$ cat src/hdl/psa_pkg.sv
// ----------------------------------------------------------------------------
// psa_pkg
// shared widths, request and status codes, default sizes for the allocator
// ----------------------------------------------------------------------------
package psa_pkg;

	localparam int REQ_W  = 2;
	localparam int SIZE_W = 16;
	localparam int OFF_W  = 17;
	localparam int STAT_W = 3;
	localparam int LGB_W  = 4;
	localparam int SH_W   = 5;

	localparam int SEGMENTS_DEF  = 16;
	localparam int LG_BLOCKS_DEF = 5;

	localparam logic [LGB_W-1:0] LG_BASE_RESET = 4'd4;

	localparam logic [REQ_W-1:0] REQ_ALLOC = 2'd0;
	localparam logic [REQ_W-1:0] REQ_FREE  = 2'd1;
	localparam logic [REQ_W-1:0] REQ_CHECK = 2'd2;

	localparam logic [STAT_W-1:0] STATUS_OK        = 3'd0;
	localparam logic [STAT_W-1:0] STATUS_TOO_LARGE = 3'd1;
	localparam logic [STAT_W-1:0] STATUS_NO_SEG    = 3'd2;
	localparam logic [STAT_W-1:0] STATUS_RANGE     = 3'd3;
	localparam logic [STAT_W-1:0] STATUS_NOT_ALLOC = 3'd4;

endpackage

$ cat src/hdl/psa_ifs.sv
// ----------------------------------------------------------------------------
// psa interfaces
// request, response and configuration channels with valid/ready handshake
// ----------------------------------------------------------------------------
interface psa_req_if;
	import psa_pkg::*;
	logic              valid;
	logic              ready;
	logic [REQ_W-1:0]  req_type;
	logic [SIZE_W-1:0] request_size;
	logic [OFF_W-1:0]  block_offset;
	modport source (output valid, req_type, request_size, block_offset, input ready);
	modport sink (input valid, req_type, request_size, block_offset, output ready);
endinterface

interface psa_rsp_if;
	import psa_pkg::*;
	logic              valid;
	logic              ready;
	logic [STAT_W-1:0] status;
	logic [OFF_W-1:0]  result_offset;
	logic              in_use;
	modport source (output valid, status, result_offset, in_use, input ready);
	modport sink (input valid, status, result_offset, in_use, output ready);
endinterface

interface psa_cfg_if;
	import psa_pkg::*;
	logic             valid;
	logic             ready;
	logic [LGB_W-1:0] data;
	modport source (output valid, data, input ready);
	modport sink (input valid, data, output ready);
endinterface

$ cat src/hdl/pow2_slab_allocator.sv
// ----------------------------------------------------------------------------
// pow2_slab_allocator
// power-of-two segregated slab allocator with per-segment free bitmaps
// ----------------------------------------------------------------------------
// Requests are handled one at a time by a small sequencer around a single
// segment record memory (one read and one write port, registered read).
// After reset a clearing pass over every segment record builds the free list;
// no request is taken meanwhile. An allocate finds its bucket by shifting
// (size - 1) >> lg_base_size one bit at a time, takes a segment off the free
// list when that bucket is empty (failing when none is left), scans the
// segment's free bitmap and unlinks the segment when it fills. A free puts
// a full segment back on its bucket list, an emptied one on the free list;
// a check only reads the record. A too-large request, an out-of-range
// offset or an unknown type goes straight to the result. The result goes to
// an output register, so a new request may be taken while the previous
// result waits; the last step of the next request waits until it is taken.
module pow2_slab_allocator #(
	parameter int SEGMENTS  = psa_pkg::SEGMENTS_DEF,
	parameter int LG_BLOCKS = psa_pkg::LG_BLOCKS_DEF
) (
	input  logic clk,
	input  logic arst_n,
	psa_cfg_if.sink   cfg,
	psa_req_if.sink   req,
	psa_rsp_if.source rsp
);
	import psa_pkg::*;

	localparam int NB        = 1 << LG_BLOCKS;
	localparam int CW        = LG_BLOCKS + 1;
	localparam int BW        = $clog2(LG_BLOCKS + 1);
	localparam int NL        = LG_BLOCKS + 2;
	localparam int LW        = $clog2(NL);
	localparam int SW        = $clog2(SEGMENTS);
	localparam int LKW       = $clog2(SEGMENTS + 1);
	localparam int SSW       = LG_BLOCKS + 16;
	localparam int ASW       = SSW + SW + 1;
	localparam int FREE_LIST = LG_BLOCKS + 1;

	localparam logic [LKW-1:0] NIL      = LKW'(SEGMENTS);
	localparam logic [LW-1:0]  FREE_IDX = LW'(FREE_LIST);

	typedef struct packed {
		logic [NB-1:0]  fb;
		logic [CW-1:0]  cnt;
		logic [BW-1:0]  bkt;
		logic [LKW-1:0] nxt;
		logic [LKW-1:0] prv;
	} seg_rec_t;

	typedef enum logic [4:0] {
		S_INIT, S_IDLE, S_BKT, S_ALC_CHK, S_ALC_FREE, S_ALC_PUSH, S_ALC_LD,
		S_SCAN, S_FC_LD, S_FC_EVAL, S_FC_REL, S_FC_TOFREE, S_RM_P, S_RM_PW,
		S_RM_N, S_RM_NW, S_PS, S_PS_W, S_WB, S_DONE
	} state_t;

	function automatic logic [CW-1:0] nb_of(input logic [LW-1:0] b);
		nb_of = CW'(1) << (CW'(LG_BLOCKS) - CW'(b));
	endfunction

	seg_rec_t seg_mem [SEGMENTS];
	seg_rec_t rd_data_q;
	seg_rec_t cur_q;
	seg_rec_t wr_data;
	logic             wr_en;
	logic [SW-1:0]    wr_addr;
	logic [SW-1:0]    rd_addr;

	state_t            state_q;
	state_t            ret_q;
	logic [LGB_W-1:0]  lg_q;
	logic [LKW-1:0]    front_q [NL];
	logic [SW-1:0]     init_q;
	logic [SW-1:0]     seg_q;
	logic [LKW-1:0]    aux_q;
	logic [LW-1:0]     lst_q;
	logic [LW-1:0]     b_q;
	logic [SH_W-1:0]   bk_q;
	logic [SIZE_W-1:0] s_q;
	logic [OFF_W-1:0]  off_q;
	logic [LG_BLOCKS-1:0] scan_q;
	logic [LG_BLOCKS-1:0] blk_q;
	logic [STAT_W-1:0] st_status_q;
	logic [OFF_W-1:0]  st_res_q;
	logic              st_inuse_q;
	logic              ov_q;
	logic [STAT_W-1:0] status_q;
	logic [OFF_W-1:0]  res_q;
	logic              inuse_q;
	logic              req_type_check_q;

	logic [SH_W-1:0]  lgseg;
	logic [SSW-1:0]   segsize;
	logic [ASW-1:0]   area;
	logic [SW-1:0]    req_seg;
	logic [CW-1:0]    nb_alloc;
	logic [CW-1:0]    nb_cur;
	logic [CW-1:0]    nb_rd;
	logic [OFF_W-1:0] in_seg;
	logic [OFF_W-1:0] blk_sh;
	logic [OFF_W-1:0] res_w;
	logic             used;
	seg_rec_t         init_rec;

	assign lgseg    = SH_W'(LG_BLOCKS) + SH_W'(lg_q);
	assign segsize  = SSW'(1) << lgseg;
	assign area     = ASW'(SEGMENTS) << lgseg;
	assign req_seg  = SW'(req.block_offset >> lgseg);
	assign nb_alloc = nb_of(b_q);
	assign nb_cur   = nb_of(LW'(cur_q.bkt));
	assign nb_rd    = nb_of(LW'(rd_data_q.bkt));
	assign in_seg   = off_q & OFF_W'(segsize - SSW'(1));
	assign blk_sh   = in_seg >> (SH_W'(lg_q) + SH_W'(rd_data_q.bkt));
	assign res_w    = OFF_W'({{OFF_W{1'b0}}, seg_q} << lgseg)
		+ OFF_W'({{OFF_W{1'b0}}, scan_q} << (SH_W'(lg_q) + SH_W'(b_q)));
	assign used     = (cur_q.cnt != '0) && !cur_q.fb[blk_q];

	always_comb begin
		init_rec.fb  = '1;
		init_rec.cnt = '0;
		init_rec.bkt = '0;
		init_rec.nxt = (init_q == '0) ? NIL : LKW'(init_q) - LKW'(1);
		init_rec.prv = (init_q == SW'(SEGMENTS - 1)) ? NIL : LKW'(init_q) + LKW'(1);
	end

	always_comb begin
		rd_addr = '0;
		wr_en   = 1'b0;
		wr_addr = seg_q;
		wr_data = cur_q;
		case (state_q)
			S_INIT: begin
				wr_en   = 1'b1;
				wr_addr = init_q;
				wr_data = init_rec;
			end
			S_IDLE: rd_addr = req_seg;
			S_ALC_CHK: begin
				if (front_q[b_q] == NIL) begin
					rd_addr = front_q[FREE_IDX][SW-1:0];
				end else begin
					rd_addr = front_q[b_q][SW-1:0];
				end
			end
			S_RM_P: rd_addr = cur_q.prv[SW-1:0];
			S_RM_PW: begin
				wr_en       = 1'b1;
				wr_addr     = cur_q.prv[SW-1:0];
				wr_data     = rd_data_q;
				wr_data.nxt = cur_q.nxt;
			end
			S_RM_N: rd_addr = cur_q.nxt[SW-1:0];
			S_RM_NW: begin
				wr_en       = 1'b1;
				wr_addr     = cur_q.nxt[SW-1:0];
				wr_data     = rd_data_q;
				wr_data.prv = cur_q.prv;
			end
			S_PS: rd_addr = front_q[lst_q][SW-1:0];
			S_PS_W: begin
				wr_en       = 1'b1;
				wr_addr     = aux_q[SW-1:0];
				wr_data     = rd_data_q;
				wr_data.prv = LKW'(seg_q);
			end
			S_WB: wr_en = 1'b1;
			default: ;
		endcase
	end

	always_ff @(posedge clk) begin
		if (wr_en) begin
			seg_mem[wr_addr] <= wr_data;
		end
		rd_data_q <= seg_mem[rd_addr];
	end

	always_ff @(posedge clk or negedge arst_n) begin
		if (!arst_n) begin
			lg_q <= LG_BASE_RESET;
		end else if (cfg.valid && cfg.ready) begin
			lg_q <= cfg.data;
		end
	end

	assign cfg.ready = 1'b1;
	assign req.ready = (state_q == S_IDLE);
	assign rsp.valid = ov_q;
	assign rsp.status = status_q;
	assign rsp.result_offset = res_q;
	assign rsp.in_use = inuse_q;

	always_ff @(posedge clk or negedge arst_n) begin
		if (!arst_n) begin
			state_q <= S_INIT;
			ret_q   <= S_WB;
			init_q  <= '0;
			ov_q    <= 1'b0;
			for (int i = 0; i < NL; i++) begin
				front_q[i] <= (i == FREE_LIST) ? LKW'(SEGMENTS - 1) : NIL;
			end
		end else begin
			if (ov_q && rsp.ready && state_q != S_DONE) begin
				ov_q <= 1'b0;
			end
			case (state_q)
				S_INIT: begin
					init_q <= init_q + SW'(1);
					if (init_q == SW'(SEGMENTS - 1)) begin
						state_q <= S_IDLE;
					end
				end
				S_IDLE: begin
					if (req.valid) begin
						st_status_q <= STATUS_OK;
						st_res_q    <= '0;
						st_inuse_q  <= 1'b0;
						off_q       <= req.block_offset;
						seg_q       <= req_seg;
						bk_q        <= '0;
						s_q         <= (req.request_size == '0) ? '0
							: (req.request_size - SIZE_W'(1)) >> lg_q;
						case (req.req_type)
							REQ_ALLOC: begin
								if (SSW'(req.request_size) > segsize) begin
									st_status_q <= STATUS_TOO_LARGE;
									state_q     <= S_DONE;
								end else begin
									state_q <= S_BKT;
								end
							end
							REQ_FREE, REQ_CHECK: begin
								if (ASW'(req.block_offset) >= area) begin
									st_status_q <= STATUS_RANGE;
									state_q     <= S_DONE;
								end else begin
									state_q <= S_FC_LD;
								end
							end
							default: state_q <= S_DONE;
						endcase
					end
				end
				S_BKT: begin
					if (s_q != '0) begin
						s_q  <= s_q >> 1;
						bk_q <= bk_q + SH_W'(1);
					end else begin
						b_q     <= (bk_q > SH_W'(LG_BLOCKS)) ? LW'(LG_BLOCKS) : LW'(bk_q);
						state_q <= S_ALC_CHK;
					end
				end
				S_ALC_CHK: begin
					if (front_q[b_q] == NIL) begin
						if (front_q[FREE_IDX] == NIL) begin
							st_status_q <= STATUS_NO_SEG;
							state_q     <= S_DONE;
						end else begin
							seg_q   <= front_q[FREE_IDX][SW-1:0];
							state_q <= S_ALC_FREE;
						end
					end else begin
						seg_q   <= front_q[b_q][SW-1:0];
						state_q <= S_ALC_LD;
					end
				end
				S_ALC_FREE: begin
					cur_q   <= rd_data_q;
					lst_q   <= FREE_IDX;
					ret_q   <= S_ALC_PUSH;
					state_q <= S_RM_P;
				end
				S_ALC_PUSH: begin
					cur_q.bkt <= BW'(b_q);
					lst_q     <= b_q;
					scan_q    <= '0;
					ret_q     <= S_SCAN;
					state_q   <= S_PS;
				end
				S_ALC_LD: begin
					cur_q   <= rd_data_q;
					scan_q  <= '0;
					state_q <= S_SCAN;
				end
				S_SCAN: begin
					if (cur_q.fb[scan_q]) begin
						cur_q.fb[scan_q] <= 1'b0;
						cur_q.cnt        <= cur_q.cnt + CW'(1);
						st_res_q         <= res_w;
						if (cur_q.cnt + CW'(1) >= nb_alloc) begin
							lst_q   <= b_q;
							ret_q   <= S_WB;
							state_q <= S_RM_P;
						end else begin
							state_q <= S_WB;
						end
					end else if (CW'(scan_q) == nb_alloc - CW'(1)) begin
						st_status_q <= STATUS_NO_SEG;
						state_q     <= S_WB;
					end else begin
						scan_q <= scan_q + LG_BLOCKS'(1);
					end
				end
				S_FC_LD: begin
					cur_q   <= rd_data_q;
					blk_q   <= (blk_sh >= OFF_W'(nb_rd)) ? LG_BLOCKS'(nb_rd - CW'(1))
						: blk_sh[LG_BLOCKS-1:0];
					state_q <= S_FC_EVAL;
				end
				S_FC_EVAL: begin
					b_q <= LW'(cur_q.bkt);
					if (req_type_check_q) begin
						st_inuse_q <= used;
						state_q    <= S_DONE;
					end else if (!used) begin
						st_status_q <= STATUS_NOT_ALLOC;
						state_q     <= S_DONE;
					end else if (cur_q.cnt >= nb_cur) begin
						lst_q   <= LW'(cur_q.bkt);
						ret_q   <= S_FC_REL;
						state_q <= S_PS;
					end else begin
						state_q <= S_FC_REL;
					end
				end
				S_FC_REL: begin
					cur_q.fb[blk_q] <= 1'b1;
					cur_q.cnt       <= cur_q.cnt - CW'(1);
					if (cur_q.cnt == CW'(1)) begin
						lst_q   <= b_q;
						ret_q   <= S_FC_TOFREE;
						state_q <= S_RM_P;
					end else begin
						state_q <= S_WB;
					end
				end
				S_FC_TOFREE: begin
					lst_q   <= FREE_IDX;
					ret_q   <= S_WB;
					state_q <= S_PS;
				end
				S_RM_P: begin
					if (cur_q.prv != NIL) begin
						state_q <= S_RM_PW;
					end else begin
						front_q[lst_q] <= cur_q.nxt;
						state_q        <= S_RM_N;
					end
				end
				S_RM_PW: state_q <= S_RM_N;
				S_RM_N: begin
					if (cur_q.nxt != NIL) begin
						state_q <= S_RM_NW;
					end else begin
						cur_q.prv <= NIL;
						state_q   <= ret_q;
					end
				end
				S_RM_NW: begin
					cur_q.nxt <= NIL;
					cur_q.prv <= NIL;
					state_q   <= ret_q;
				end
				S_PS: begin
					cur_q.nxt      <= front_q[lst_q];
					cur_q.prv      <= NIL;
					front_q[lst_q] <= LKW'(seg_q);
					aux_q          <= front_q[lst_q];
					state_q        <= (front_q[lst_q] != NIL) ? S_PS_W : ret_q;
				end
				S_PS_W: state_q <= ret_q;
				S_WB: state_q <= S_DONE;
				S_DONE: begin
					if (!ov_q || rsp.ready) begin
						ov_q     <= 1'b1;
						status_q <= st_status_q;
						res_q    <= st_res_q;
						inuse_q  <= st_inuse_q;
						state_q  <= S_IDLE;
					end
				end
				default: state_q <= S_IDLE;
			endcase
		end
	end

	always_ff @(posedge clk or negedge arst_n) begin
		if (!arst_n) begin
			req_type_check_q <= 1'b0;
		end else if (state_q == S_IDLE && req.valid) begin
			req_type_check_q <= (req.req_type == REQ_CHECK);
		end
	end

endmodule

$ cat src/flat_wrapper.sv
// flat-port wrapper written by rule: the top's interface ports become plain ports
module pow2_slab_allocator_flat import psa_pkg::*;
#(
	parameter int SEGMENTS  = psa_pkg::SEGMENTS_DEF,
	parameter int LG_BLOCKS = psa_pkg::LG_BLOCKS_DEF
)
  (clk, arst_n, cfg_valid, cfg_data, cfg_ready, req_valid, req_req_type, req_request_size, req_block_offset, req_ready, rsp_valid, rsp_status, rsp_result_offset, rsp_in_use, rsp_ready);
  psa_cfg_if cfg_i ();
  psa_req_if req_i ();
  psa_rsp_if rsp_i ();
  input  logic clk;
  input  logic arst_n;
  input wire logic [$bits(cfg_i.valid)-1:0] cfg_valid;
  input wire logic [$bits(cfg_i.data)-1:0] cfg_data;
  output wire logic [$bits(cfg_i.ready)-1:0] cfg_ready;
  input wire logic [$bits(req_i.valid)-1:0] req_valid;
  input wire logic [$bits(req_i.req_type)-1:0] req_req_type;
  input wire logic [$bits(req_i.request_size)-1:0] req_request_size;
  input wire logic [$bits(req_i.block_offset)-1:0] req_block_offset;
  output wire logic [$bits(req_i.ready)-1:0] req_ready;
  output wire logic [$bits(rsp_i.valid)-1:0] rsp_valid;
  output wire logic [$bits(rsp_i.status)-1:0] rsp_status;
  output wire logic [$bits(rsp_i.result_offset)-1:0] rsp_result_offset;
  output wire logic [$bits(rsp_i.in_use)-1:0] rsp_in_use;
  input wire logic [$bits(rsp_i.ready)-1:0] rsp_ready;
  assign cfg_i.valid = cfg_valid;
  assign cfg_i.data = cfg_data;
  assign cfg_ready = cfg_i.ready;
  assign req_i.valid = req_valid;
  assign req_i.req_type = req_req_type;
  assign req_i.request_size = req_request_size;
  assign req_i.block_offset = req_block_offset;
  assign req_ready = req_i.ready;
  assign rsp_valid = rsp_i.valid;
  assign rsp_status = rsp_i.status;
  assign rsp_result_offset = rsp_i.result_offset;
  assign rsp_in_use = rsp_i.in_use;
  assign rsp_i.ready = rsp_ready;
  pow2_slab_allocator #(.SEGMENTS(SEGMENTS), .LG_BLOCKS(LG_BLOCKS)) u_core (.clk(clk), .arst_n(arst_n), .cfg(cfg_i), .req(req_i), .rsp(rsp_i));
endmodule
$ cat config.mk
export PLATFORM = sky130hd
export DESIGN_NAME = pow2_slab_allocator_flat
export DESIGN_NICKNAME = d
export VERILOG_FILES = /design/src/hdl/psa_pkg.sv /design/src/hdl/psa_ifs.sv /design/src/hdl/pow2_slab_allocator.sv /design/src/flat_wrapper.sv
export SDC_FILE = /design/constraint.sdc
export NUM_CORES = 2
export LEC_CHECK = 0
export ABC_AREA = 1
export BUFFER_PORTS_ARGS = -buffer_cell sky130_fd_sc_hd__clkbuf_2
export CORE_ASPECT_RATIO = 1.2
export CORE_MARGIN = 8
export CORE_UTILIZATION = 57
export CTS_BUF_LIST = sky130_fd_sc_hd__clkbuf_16
export CTS_CLUSTER_SIZE = 25
export DETAILED_ROUTE_END_ITERATION = 8
export PLACE_DENSITY_LB_ADDON = 0.15
export SLEW_MARGIN = 30
export SYNTH_ARGS = -nofsm -noshare
export SYNTH_HDL_FRONTEND = slang
export SYNTH_SLANG_ARGS = --single-unit
$ cat constraint.sdc
create_clock -name clk -period 4.5 [get_ports clk]
set_clock_uncertainty 0.1 [all_clocks]
set_input_delay 0.225 -clock clk [delete_from_list [all_inputs] [get_ports clk]]
set_output_delay 0.225 -clock clk [all_outputs]
set_load 0.02 [all_outputs]
==> qor.csv <==
metric;value;unit
required;4.84;ns
synthDistinctLibCells;62;
insertion_delay;0.70;ns
ir_worst_vdd;0.473;mV
finalHoldViolCount;0;
grt_max_degree;126;
tightest_slew;0.991;ns
p_leak;22.8;nW
synth-edff-count;971;
drive_gt1_share;11.3;%
vias;39900;
routedLengthMet1;60200;um
synth-async-reset-ratio;5.11;%
syn-cell-area;52200;sq um
final_nets;5533;
antenna_found_initial;0;
setup_viol;0;
vias_per_cell;6.00;
remaining_drc_errors;0;
maxUsedRoutingLayer;met4;
synth-compound-area-share;11.4;%
ys.warnings.count;0;
ctsRootBufferMaster;clkbuf_16;
mappedNetlistNets;5326;
place_hpwl;94400;um
clock_path_buffers;3;
wl_met3;11600;um
grt-ovfl-total;0;
grt_pass1_wl;229000;um
crit_path_frequent_cell;nand2_1;
yosys.area_share.simple;17.6;%
crit_type;flip-flop to flip-flop;
track_usage;29.1;%
finalWeightedCongestion;1.00;
hold_ws;0.0837;ns
end_kind;flip-flop;
synth_top_family_by_area;simple AND/OR/NAND/NOR gates;
pin_count;68;
first_pass_iters;8;
slew_headroom;33.8;%
period_share;94.4;%
numClockSinks;1077;
path_buf_inv;5;
yosys.area_share.xor_xnor;0.503;%
power.density;647;nW/um^2
status;finished, final reports clean;
htree_levels;3;
fp.coreArea;90800;sq um
final_antenna_net_count;0;
crit_family;simple AND/OR/NAND/NOR gates;
maxCapViolations;0;
cpPeakStageDelay;0.41;ns
synth.mux.area_fraction;0.271;%
fp.dieH;348;um
drt-initial-drc-count;3659;
cts_tree;yes;
start_kind;flip-flop;
cp.arrival;4.59;ns
max_freq;0.235;GHz
num_rows;121;
synth_fa_ha_area_share;2.39;%
io_buffers;66;
avgSynthCellArea;10.1;sq um
synth-seq-area-share;60.5;%
slew_violations;0;
ys.flop_type;edfxtp_1;
grt_pass1_vias;38200;
hold_path.class;input pin to flip-flop;
finalCriticalPeriod;4.25;ns
wl;151000;um
die-area;102000;sq um
cts_made_buffers;105;
fp.dieW;292;um
wl_met2;73300;um
worstPathMaxFanout;8;
finalPower;38.4;mW
wl_per_cell;22.7;um
start_util;57.5;%
synth_cells;5184;
nFillCells;7168;
syn_to_final_growth;13.8;%
clkSlewWorstSetupHoldPaths;0.06;ns
ys_ff_latch;1077;
cp_slowest_cell;dfrtp_1;
==> kinds of logic after synthesis <==
| logic type | count (synthesis) |
|---|---|
| simple gates | 2065 |
| other cells | 1 |
| fa+ha+maj | 98 |
| xor+xnor | 30 |
| buf+inv | 964 |
| compound gates | 935 |
| mux | 14 |
| flops | 1077 |
==> worst reg2reg max path: cells and delay by family (launching register included) <==
kind                     cells  cell delay, ns
buffers and inverters        5            0.65
AO/OA/AOI/OAI                5            0.88
adder cells (fa/ha/maj)      2            0.46
AND/OR/NAND/NOR             17            1.51
flip-flops                   1            0.41
==> cell type report <==
class                           count  area (sq um)  share of cell area [%]
Antenna cell                        1          2.50                 0.00421
Clock buffer                      107          2680                    4.51
Clock inverter                     91           576                   0.969
Inverter                          703          2650                    4.46
Multi-Input combinational cell   3143         17400                    29.2
Sequential cell                  1077         31600                    53.1
Tap cell                         1168          1460                    2.46
Timing Repair Buffer              361          3100                    5.22
==> path summary, 6_finish.rpt <==
path | startpoint | to | slack (ns) | cells after the start
min in group asynchronous | arst_n | u_core.lg_q[2]$_DFFE_PN1P_ | 0.15 | 2
hold reg to reg | u_core.st_status_q[1]$_DFFE_PP_ | u_core.rsp.status[1]$_DFFE_PP_ | 0.31 | 0
setup / recovery | u_core.lg_q[0]$_DFFE_PN0P_ | u_core.blk_q[3]$_DFFE_PP_ | 0.25 | 29
hold / removal | req_req_type[0] | u_core.state_q[3]$_DFFE_PN0P_ | 0.08 | 5
setup reg to reg | u_core.lg_q[0]$_DFFE_PN0P_ | u_core.blk_q[3]$_DFFE_PP_ | 0.25 | 29
max in group asynchronous | arst_n | u_core.lg_q[1]$_DFFE_PN0P_ | 3.14 | 3
==> through the flow <==
| stage | setup TNS [ns] | area (sq um) | std cells | worst slack [ns] | utilization [%] |
|---|---|---|---|---|---|
| 2_1_floorplan | -172.40 | 52200 | 5184 | -0.291 | - |
| 5_1_grt | -0.159 | 59400 | 6650 | -0.0459 | 65.4 |
| 3_3_place_gp | -0.0371 | 55200 | 6387 | -0.0114 | 60.8 |
| 4_1_cts | 0 | 58900 | 6636 | 0.0000790 | 64.9 |
| 6_report | 0 | 59400 | 6651 | 0.251 | 65.4 |
| 3_5_place_dp | -0.0164 | 55300 | 6403 | -0.0134 | 60.9 |
==> state kept, by name (all words and copies together) (netlist names), 16 cells and up <==
signal,flops
u_core.cur_q,51
u_core.front_q,35
u_core.off_q,17
u_core.rd_data_q,51
u_core.rsp.result_offset,17
u_core.s_q,16
u_core.seg_mem,816
u_core.st_res_q,17
==> cell usage in the layout, fill, tap and decap left out, types with 10 or more instances in the layout <==
cell type      synthesis  final
a211oi_1              10     10
a21oi_1              141    135
a22oi_1               13     12
a31oi_1               14     12
buf_12                 0     39
buf_2                138     16
buf_4                 11    196
clkbuf_16              0    107
clkbuf_2               0     67
clkinv_1               6     31
clkinv_2               0     15
dfrtp_1               42     41
dfstp_2               13     13
dfxtp_1               51     51
dlygate4sd3_1          0     35
edfxtp_1             971    971
ha_1                  95     89
inv_1                683    710
inv_2                 13     18
mux2i_1               13     13
nand2_1              991    975
nand2_2                3     15
nand3_1              589    574
nand3_2                2     13
nand3b_1             114    114
nand4_1               38     38
nor2_1               257    221
nor2_2                 6     22
nor2_4                 3     23
nor3_1                39     37
nor4_1                11     11
o211ai_1             332    332
o21ai_0              290    278
o21ai_1               13     20
o221ai_1              37     36
o22ai_1               31     29
xor2_1                21     21
==> synthesized netlist by cell type (13+ instances only) <==
library cell / n / area [sq um]
o211ai_1: 332 / 2490
xor2_1: 21 / 184
inv_1: 683 / 2560
o21ai_0: 290 / 1450
buf_1: 13 / 48.8
nor2_1: 257 / 965
mux2i_1: 13 / 130
a21oi_1: 141 / 706
nand3_1: 589 / 2950
nand3b_1: 114 / 856
nor3_1: 39 / 195
a22oi_1: 13 / 97.6
o21ai_1: 13 / 65.1
dfrtp_1: 42 / 1050
nand2_1: 991 / 3720
nand4_1: 38 / 238
dfstp_2: 13 / 342
inv_2: 13 / 48.8
a31oi_1: 14 / 87.6
clkbuf_1: 99 / 372
o221ai_1: 37 / 324
buf_2: 138 / 691
edfxtp_1: 971 / 29200
ha_1: 95 / 1190
o22ai_1: 31 / 194
dfxtp_1: 51 / 1020
==> timing repair <==
item | 4_1_cts | 5_1_grt
buffers inserted | 0 | 6
setup endpoints to repair | 5 | 10
hold endpoints to repair | 67 | 0
pin swaps | 0 | 41
resized for setup | 3 | 100
hold buffers | 35 | 0
==> where the power goes <==
part / internal (mW) / switching (mW)
Clock: 4.59 / 3.77
Sequential: 14.1 / 0.711
Combinational: 4.68 / 10.6
==> per-layer routing <==
| layer | track usage, % | vias up |
|---|---|---|
| met5 | 0 | - |
| met4 | 12.0 | 0 |
| met3 | 4.36 | 360 |
| met2 | 49.2 | 1785 |
| met1 | 37.5 | 19100 |
| li1 | - | 18600 |
Note: power is estimated with default switching activity, not from simulation.
